$ cat src/hw/rtl/kbacc_pkg.sv
`default_nettype none

package kbacc_pkg;

   // Keyboard layout codes held in the layout_select register.
   localparam logic [1:0] KEYMAP_ENGLISH = 2'd0;
   localparam logic [1:0] KEYMAP_FRENCH  = 2'd1;
   localparam logic [1:0] KEYMAP_GERMAN  = 2'd2;
   localparam logic [1:0] KEYMAP_INVALID = 2'd3;

   // Configuration register indexes.
   localparam logic CSR_LAYOUT_SELECT = 1'b0;
   localparam logic CSR_CYCLE_WINDOW  = 1'b1;

   localparam logic [15:0] CYCLE_WINDOW_RESET = 16'd500;
   localparam logic [7:0]  CASE_BIT           = 8'h20;
   localparam logic [7:0]  SHARP_S            = 8'hDF;

   typedef struct packed {
      logic [7:0]  raw_key;
      logic [31:0] now_ms;
   } req_type;

   typedef struct packed {
      logic [7:0] char_out;
      logic       replace_previous;
   } rsp_type;

   typedef struct packed {
      logic [1:0]  layout_select;
      logic [15:0] cycle_window_ms;
   } cfg_type;

   // Swap the letters that sit on different keys in the French and German layouts.
   function automatic logic [7:0] kbacc_remap(input logic [7:0] c, input logic [1:0] lay);
      logic [7:0] r;
      r = c;
      if (lay == KEYMAP_FRENCH) begin
         case (c)
            "q":     r = "a";
            "a":     r = "q";
            "w":     r = "z";
            "z":     r = "w";
            default: r = c;
         endcase
      end else if (lay == KEYMAP_GERMAN) begin
         case (c)
            "y":     r = "z";
            "z":     r = "y";
            default: r = c;
         endcase
      end
      return r;
   endfunction

   // Number of variants for a lowercase base letter; zero means no accent row.
   function automatic logic [2:0] kbacc_row_len(input logic [1:0] lay, input logic [7:0] base);
      logic [2:0] n;
      n = 3'd0;
      if (lay == KEYMAP_FRENCH) begin
         case (base)
            "e":     n = 3'd5;
            "a":     n = 3'd3;
            "u":     n = 3'd4;
            "i":     n = 3'd3;
            "o":     n = 3'd2;
            "c":     n = 3'd2;
            default: n = 3'd0;
         endcase
      end else if (lay == KEYMAP_GERMAN) begin
         case (base)
            "a", "o", "u", "s": n = 3'd2;
            default:            n = 3'd0;
         endcase
      end
      return n;
   endfunction

   // Latin-1 character for a variant. Uppercase accented letters sit 0x20 below
   // the lowercase ones, except the sharp s, which has no capital form here.
   function automatic logic [7:0] kbacc_variant(input logic [1:0] lay, input logic [7:0] base,
                                                input logic upper, input logic [2:0] idx);
      logic [7:0] lo;
      lo = 8'h00;
      if (idx == 3'd0) begin
         lo = base;
      end else if (lay == KEYMAP_FRENCH) begin
         case ({base, idx})
            {8'("e"), 3'd1}: lo = 8'hE9;
            {8'("e"), 3'd2}: lo = 8'hE8;
            {8'("e"), 3'd3}: lo = 8'hEA;
            {8'("e"), 3'd4}: lo = 8'hEB;
            {8'("a"), 3'd1}: lo = 8'hE0;
            {8'("a"), 3'd2}: lo = 8'hE2;
            {8'("u"), 3'd1}: lo = 8'hF9;
            {8'("u"), 3'd2}: lo = 8'hFB;
            {8'("u"), 3'd3}: lo = 8'hFC;
            {8'("i"), 3'd1}: lo = 8'hEE;
            {8'("i"), 3'd2}: lo = 8'hEF;
            {8'("o"), 3'd1}: lo = 8'hF4;
            {8'("c"), 3'd1}: lo = 8'hE7;
            default:         lo = 8'h00;
         endcase
      end else begin
         case (base)
            "a":     lo = 8'hE4;
            "o":     lo = 8'hF6;
            "u":     lo = 8'hFC;
            "s":     lo = SHARP_S;
            default: lo = 8'h00;
         endcase
      end
      if (upper && lo != SHARP_S) begin
         lo = lo - CASE_BIT;
      end
      return lo;
   endfunction

endpackage

`default_nettype wire

$ cat src/hw/rtl/kbacc_csr.sv
`default_nettype none

module kbacc_csr (
   input  wire logic              clock,
   input  wire logic              reset,
   input  wire logic              csr_valid,
   input  wire logic              csr_index,
   input  wire logic [15:0]       csr_data,
   output kbacc_pkg::cfg_type     cfg
);
   import kbacc_pkg::*;

   logic [1:0]  layout_ff, layout_in;
   logic [15:0] window_ff, window_in;

   always_comb begin
      layout_in = layout_ff;
      window_in = window_ff;
      if (csr_valid) begin
         case (csr_index)
            CSR_LAYOUT_SELECT: layout_in = csr_data[1:0];
            CSR_CYCLE_WINDOW:  window_in = csr_data;
            default:           layout_in = layout_ff;
         endcase
      end
   end

   always_ff @(posedge clock) begin
      if (reset) begin
         layout_ff <= KEYMAP_ENGLISH;
         window_ff <= CYCLE_WINDOW_RESET;
      end else begin
         layout_ff <= layout_in;
         window_ff <= window_in;
      end
   end

   assign cfg.layout_select   = layout_ff;
   assign cfg.cycle_window_ms = window_ff;

endmodule

`default_nettype wire

$ cat src/hw/rtl/kbacc_cycle.sv
`default_nettype none

module kbacc_cycle (
   input  wire logic               clock,
   input  wire logic               reset,
   input  wire logic               advance,
   input  wire kbacc_pkg::req_type item,
   input  wire kbacc_pkg::cfg_type cfg,
   output kbacc_pkg::rsp_type      result
);
   import kbacc_pkg::*;

   // Cycle state. A zero base never matches a letter, so a cleared cycle
   // cannot be continued whatever the other fields hold.
   logic [7:0]  base_ff, base_in;
   logic        upper_ff, upper_in;
   logic [2:0]  index_ff, index_in;
   logic [31:0] stamp_ff, stamp_in;
   logic [1:0]  layout_ff, layout_in;

   logic [7:0]  raw;
   logic [1:0]  lay;
   logic        is_ext, is_pass, is_lower, is_upper, is_letter;
   logic [7:0]  base;
   logic [7:0]  plain;
   logic [2:0]  row_len;
   logic        has_row;
   logic [31:0] delta;
   logic        cont;
   logic [2:0]  index_inc, index_next;
   logic        clear;

   always_comb begin
      raw       = item.raw_key;
      lay       = cfg.layout_select;
      is_ext    = raw[7];
      is_pass   = (lay == KEYMAP_ENGLISH) || (lay == KEYMAP_INVALID);
      is_lower  = (raw >= "a") && (raw <= "z");
      is_upper  = (raw >= "A") && (raw <= "Z");
      is_letter = is_lower || is_upper;
      base      = kbacc_remap(raw | CASE_BIT, lay);
      plain     = is_upper ? (base & ~CASE_BIT) : base;
      row_len   = kbacc_row_len(lay, base);
      has_row   = (row_len != 3'd0);
      delta     = item.now_ms - stamp_ff;
      cont      = has_row && (base_ff == base) && (layout_ff == lay) &&
                  (upper_ff == is_upper) && (stamp_ff != 32'd0) &&
                  (delta < {16'd0, cfg.cycle_window_ms});
      index_inc  = index_ff + 3'd1;
      index_next = (index_inc == row_len) ? 3'd0 : index_inc;
      clear      = is_ext || is_pass || !is_letter || !has_row;

      result.replace_previous = 1'b0;
      if (is_ext) begin
         result.char_out = 8'h00;
      end else if (is_pass || !is_letter) begin
         result.char_out = raw;
      end else if (cont) begin
         result.char_out         = kbacc_variant(lay, base, is_upper, index_next);
         result.replace_previous = 1'b1;
      end else begin
         result.char_out = plain;
      end

      base_in   = base_ff;
      upper_in  = upper_ff;
      index_in  = index_ff;
      stamp_in  = stamp_ff;
      layout_in = layout_ff;
      if (advance) begin
         if (clear) begin
            base_in   = 8'h00;
            upper_in  = 1'b0;
            index_in  = 3'd0;
            stamp_in  = 32'd0;
            layout_in = KEYMAP_INVALID;
         end else if (cont) begin
            index_in = index_next;
            stamp_in = item.now_ms;
         end else begin
            base_in   = base;
            upper_in  = is_upper;
            index_in  = 3'd0;
            stamp_in  = item.now_ms;
            layout_in = lay;
         end
      end
   end

   always_ff @(posedge clock) begin
      if (reset) begin
         base_ff   <= 8'h00;
         upper_ff  <= 1'b0;
         index_ff  <= 3'd0;
         stamp_ff  <= 32'd0;
         layout_ff <= KEYMAP_INVALID;
      end else begin
         base_ff   <= base_in;
         upper_ff  <= upper_in;
         index_ff  <= index_in;
         stamp_ff  <= stamp_in;
         layout_ff <= layout_in;
      end
   end

endmodule

`default_nettype wire

$ cat src/hw/rtl/keyboard_layout_accent_cycler_top.sv
`default_nettype none
// A request waits in the input register, then moves on to the result register.
// Throughput: one request per cycle while the consumer keeps rsp_ready high; the input
// register refills in the same cycle that its request moves to the result register, and
// the result register frees itself in the cycle the consumer takes it.
// Reset: synchronous, active high; clears both pipeline registers, the accent
// cycle state, and sets the layout to English and the window to 500 ms.

module keyboard_layout_accent_cycler_top (
   input  wire logic                clock,
   input  wire logic                reset,
   input  wire logic                req_valid,
   output      logic                req_ready,
   input  wire kbacc_pkg::req_type  req_payload,
   output      logic                rsp_valid,
   input  wire logic                rsp_ready,
   output kbacc_pkg::rsp_type       rsp_payload,
   input  wire logic                csr_valid,
   output      logic                csr_ready,
   input  wire logic                csr_index,
   input  wire logic [15:0]         csr_data
);
   import kbacc_pkg::*;

   // Input register: holds one request until the translation stage can pass
   // it on. The cycle state is read by the translation logic and updated at
   // the same edge that moves the request into the result register, so the
   // next request always sees the state its predecessor left behind.
   logic    in_full_ff, in_full_in;
   req_type in_item_ff, in_item_in;

   // Result register: parts the consumer from the translation logic.
   logic    out_full_ff, out_full_in;
   rsp_type out_item_ff, out_item_in;

   logic    advance;
   rsp_type result;
   cfg_type cfg;

   // Configuration writes are always taken; the registers feed the
   // translation logic directly.
   assign csr_ready = 1'b1;

   kbacc_csr u_csr (
      .clock     (clock),
      .reset     (reset),
      .csr_valid (csr_valid),
      .csr_index (csr_index),
      .csr_data  (csr_data),
      .cfg       (cfg)
   );

   // The request moves on when the result register is empty or is being
   // emptied in this cycle.
   assign advance   = in_full_ff && (!out_full_ff || rsp_ready);
   assign req_ready = !in_full_ff || advance;

   kbacc_cycle u_cycle (
      .clock   (clock),
      .reset   (reset),
      .advance (advance),
      .item    (in_item_ff),
      .cfg     (cfg),
      .result  (result)
   );

   always_comb begin
      in_full_in  = in_full_ff;
      in_item_in  = in_item_ff;
      out_full_in = out_full_ff;
      out_item_in = out_item_ff;

      if (rsp_ready) begin
         out_full_in = 1'b0;
      end
      if (advance) begin
         out_full_in = 1'b1;
         out_item_in = result;
         in_full_in  = 1'b0;
      end
      if (req_valid && req_ready) begin
         in_full_in = 1'b1;
         in_item_in = req_payload;
      end
   end

   always_ff @(posedge clock) begin
      if (reset) begin
         in_full_ff  <= 1'b0;
         out_full_ff <= 1'b0;
      end else begin
         in_full_ff  <= in_full_in;
         out_full_ff <= out_full_in;
      end
      in_item_ff  <= in_item_in;
      out_item_ff <= out_item_in;
   end

   assign rsp_valid   = out_full_ff;
   assign rsp_payload = out_item_ff;

`ifndef SYNTHESIS
   // A request leaving the input register always lands in the result register.
   a_advance_fills_result: assert property (@(posedge clock) disable iff (reset)
      advance |=> rsp_valid)
      else $error("result register empty after a request advanced");

   // An extended key byte always comes out as a plain zero.
   a_extended_gives_zero: assert property (@(posedge clock) disable iff (reset)
      (advance && in_item_ff.raw_key[7]) |=>
      (rsp_payload.char_out == 8'h00 && !rsp_payload.replace_previous))
      else $error("extended key byte did not give zero");

   // Accent cycling only exists in the French and German layouts.
   a_replace_needs_layout: assert property (@(posedge clock) disable iff (reset)
      (advance && result.replace_previous) |->
      (cfg.layout_select == KEYMAP_FRENCH || cfg.layout_select == KEYMAP_GERMAN))
      else $error("replace flag outside an accent layout");

   // The input register never accepts a request while holding one that cannot move.
   a_no_overwrite: assert property (@(posedge clock) disable iff (reset)
      (in_full_ff && !advance) |-> !req_ready)
      else $error("input register overwritten");
`endif

endmodule

`default_nettype wire
$ cat config.mk
export PLATFORM = sky130hd
export DESIGN_NAME = keyboard_layout_accent_cycler_top
export DESIGN_NICKNAME = d
export VERILOG_FILES = /design/src/hw/rtl/kbacc_pkg.sv /design/src/hw/rtl/kbacc_csr.sv /design/src/hw/rtl/kbacc_cycle.sv /design/src/hw/rtl/keyboard_layout_accent_cycler_top.sv
export SDC_FILE = /design/constraint.sdc
export NUM_CORES = 1
export LEC_CHECK = 0
export ABC_AREA = 1
export ABC_CLOCK_PERIOD_IN_PS = 7100
export BUFFER_PORTS_ARGS = -buffer_cell sky130_fd_sc_hd__buf_4
export CORE_MARGIN = 4
export CORE_UTILIZATION = 35
export DETAILED_ROUTE_END_ITERATION = 10
export GPL_TIMING_DRIVEN = 0
export PLACE_DENSITY = 0.49
export SLEW_MARGIN = 30
export SYNTH_ARGS = -nofsm -noshare
export SYNTH_HDL_FRONTEND = slang
export SYNTH_HIERARCHICAL = 1
export SYNTH_SLANG_ARGS = --single-unit
$ cat constraint.sdc
create_clock -name clock -period 7.1 [get_ports clock]
set_input_delay 1.42 -clock clock [delete_from_list [all_inputs] [get_ports clock]]
set_output_delay 1.42 -clock clock [all_outputs]
set_load 0.02 [all_outputs]
==> reports/metrics.yaml <==
timing:
  tns_ns: 0
  relSlewSlack_pct: 52.44
  skew_ns: 0.006495
  fmax_ghz: 0.1904
  setup_viol_count_final: 0
  fin_crit_ns: 5.253
  holdWs_ns: 0.4714
  final-max-slew-violation-count: 0
  worstMarginPinSlew_ns: 0.7134
  layout_setup_ws_ns: 1.847
  final_hold_viol_count: 0
  rsz0062_at_grt: "false"
  fin_crit_sh_pct: 73.98
yosys:
  async_reset_ff_share_pct: 0
  synth_top_family_by_area: "simple AND/OR/NAND/NOR gates"
  syn_area_um2: 7609
  ys_seq_elements: 115
  postSynthCellCount: 1008
  ys_warn_count: 6
  synth_compound_area_share_pct: 13.30
  synthMuxAreaShare_pct: 0
  synth_edf_count: 49
  seq_area_frac_synth_pct: 36.70
  synth_simple_gate_area_share_pct: 29.07
  yosysUniqueCellTypes: 52
  ys.flop_type: "dfxtp_1"
  syn_avg_cell_area_um2: 7.548
  synthesis.nets: 1121
  synth_xor_area_share_pct: 4.259
  synth-adder-area-share_pct: 8.485
place:
  dp_hpwl_mm: 16.61
  dp_cells: 1356
  post_dp_cell_area_um2: 8517
  portBuffers: 72
  place.gp.congestion: 0.9024
  place_ws_ns: 1.957
drt:
  vias: 6968
  ant_nets: 0
  first_pass_iters: 5
  drt_wl_total_mm: 21.18
  first_iter_violations: 247
  drc_errors: 0
  wl_per_cell_um: 15.26
  avgViaCountPerCell: 5.020
critical_path:
  timing.rr.start: "in_item_ff[2]"
  crit_path_start_kind: "flip-flop"
  crit_type: "flip-flop to flip-flop"
  crit_path_max_fanout: 5
  startpoint: "in_item_ff[2]"
  worstPathArrival_ns: 5.49
  cp-end-kind: "flip-flop"
  r2r_slack_ns: 1.85
  critPathRequiredTime_ns: 7.34
floorplan:
  die_w_um: 155.4
  coreArea_um2: 21220
  fp.dieH_um: 155.4
  rows: 53
  die-area_um2: 24160
  initial_core_util_pct: 35.85
  ios: 74
clock_tree:
  ctsResizeCount: 0
  clockBufferDepth: 2
  hold_buffers: 0
  clk_pin_slew_ns: 0.06
  clk_latency_ns: 0.41
  h-tree-depth: 4
  cts_root_buf: "clkbuf_16"
  cts_setup_buffers: 0
  cts_buffers: 17
  cts_sinks: 115
  cts_tree: "built"
status:
  status: "finished clean"
power_and_ir_drop:
  vdd_drop_max_mv: 0.1654
  power_per_cell_area_nw_per_um2: 209.3
  p_leak_nw: 3.725
  power_mw: 1.906
finish:
  antennaDiodeCount: 0
  syn2layout_area_growth_pct: 19.72
  nets: 1213
  drive_gt1_share_pct: 16.44
  fin_area_um2: 9109
  final_util_pct: 42.92
  final_cells: 1388
global_routing:
  grt_pass1_wl_mm: 34.30
  grt_start_max_net_pins: 30
  antenna_found_initial: 0
  grt.overflow.total: 0
  grt_use_total_pct: 17.72
  first_global_vias: 6774
run:
  max-cap-violations: 0
hold_path:
  min_path_type: "flip-flop to flip-flop"
  min_from: "u_csr/window_ff[4]"
-- cell type report --
| cell class | instances | area, µm² |
|---|---|---|
| plain buffers | 26 | 131.4 |
| repair buffers | 73 | 560.5 |
| clock buffers | 17 | 425.4 |
| fillers | 2238 | 12110 |
| clock inverters | 15 | 166.4 |
| flip-flops and latches | 115 | 2793 |
| multi-input cells | 738 | 4202 |
| well taps | 275 | 344.1 |
| inverters | 129 | 486.7 |
-- final timing paths --
kind | endpoint | cells after the start
hold reg to reg | u_csr/window_ff[4] | 2
setup reg to reg | rsp_payload[3] | 27
setup / recovery | rsp_payload[3] | 27
hold / removal | u_csr/window_ff[4] | 2
-- report_power, final --
group	leakage (nW)	internal (mW)	switching, mW
combinational	2.44	0.116	0.192
sequential	1.01	0.717	0.0189
clock	0.273	0.546	0.315
-- per-layer routing --
| metal | routed length [µm] | vias up | share of wire (%) | global-route usage (%) |
|---|---|---|---|---|
| met1 | 10020 | 3230 | 47 | 23.58 |
| li1 | - | 3587 | - | - |
| met2 | 9991 | 129 | 47 | 29.09 |
| met4 | 391 | 0 | 1.8 | 5.877 |
| met3 | 779 | 22 | 3.7 | 3.227 |
| met5 | 0 | - | 0 | 0 |
-- registers in the layout, summed over array words and instances, names as in the netlist --
name and cells:
u_csr/layout_ff 2, u_cycle/base_ff 8, u_cycle/stamp_ff 32, rsp_valid 1
u_csr/window_ff 16, u_cycle/upper_ff 1, rsp_payload 9, in_item_ff 40
in_full_ff 1, u_cycle/layout_ff 2, u_cycle/index_ff 3
-- synth_stat cells (all sizes together), types with 5 or more instances --
master / n / area [µm²]
nand2: 212 / 863.3
xor2: 25 / 219.0
ha: 50 / 625.6
dfxtp: 66 / 1321
a21oi: 105 / 548.0
nand3: 94 / 513.0
nor4: 12 / 75.07
o21ai: 51 / 266.5
nor3: 16 / 85.08
buf: 11 / 75.06
edfxtp: 49 / 1471
o21bai: 5 / 37.54
xnor2: 12 / 105.1
nor2: 96 / 427.9
inv: 127 / 479.2
nand4: 28 / 181.4
clkbuf: 15 / 56.30
-- cell usage in the layout, fill, tap and decap left out, types with 13 or more instances in the layout --
cell type  synthesis  routed
buf_4              1      73
nand4_1           27      27
clkbuf_1          15      15
dfxtp_1           66      66
nand3_1           87      87
o21ai_0           40      40
xor2_1            25      25
a21oi_1          101     100
ha_1              50      50
nand2_2           15      15
inv_2             12      13
nor3_1            15      15
nor2_2            15      15
clkbuf_16          0      17
inv_1            114     113
nor2_1            77      77
edfxtp_1          49      49
nand2_1          193     193
-- cells by family (layout without fill, tap and decap cells) --
kind of cell    count (synthesis)  after routing
simple gates                  467            467
compound gates                182            182
buf+inv                       155            260
flops                         115            115
fa+ha+maj                      51             51
xor+xnor                       37             37
other cells                     1              1
-- worst max-delay path, stage by stage (launching register included) --
cell	delay, ns
edfxtp_1	0.42
ha_1	0.38
a21oi_1	0.21
nand2_1	0.11
a21boi_1	0.26
o21bai_1	0.15
a21oi_1	0.29
o21ai_1	0.14
a21boi_1	0.22
o21ai_1	0.14
xor2_1	0.18
ha_1	0.31
nand2_1	0.08
o21bai_1	0.14
nand3_1	0.12
nor2_1	0.16
nand2_1	0.07
nor3_1	0.13
nand4_1	0.19
nor3_1	0.20
nand4_1	0.10
nor2_1	0.11
nand4_1	0.09
nor2_1	0.11
nand4_1	0.24
inv_1	0.23
nand4_1	0.10
a21oi_1	0.21
(Power assumes the default switching activity.)
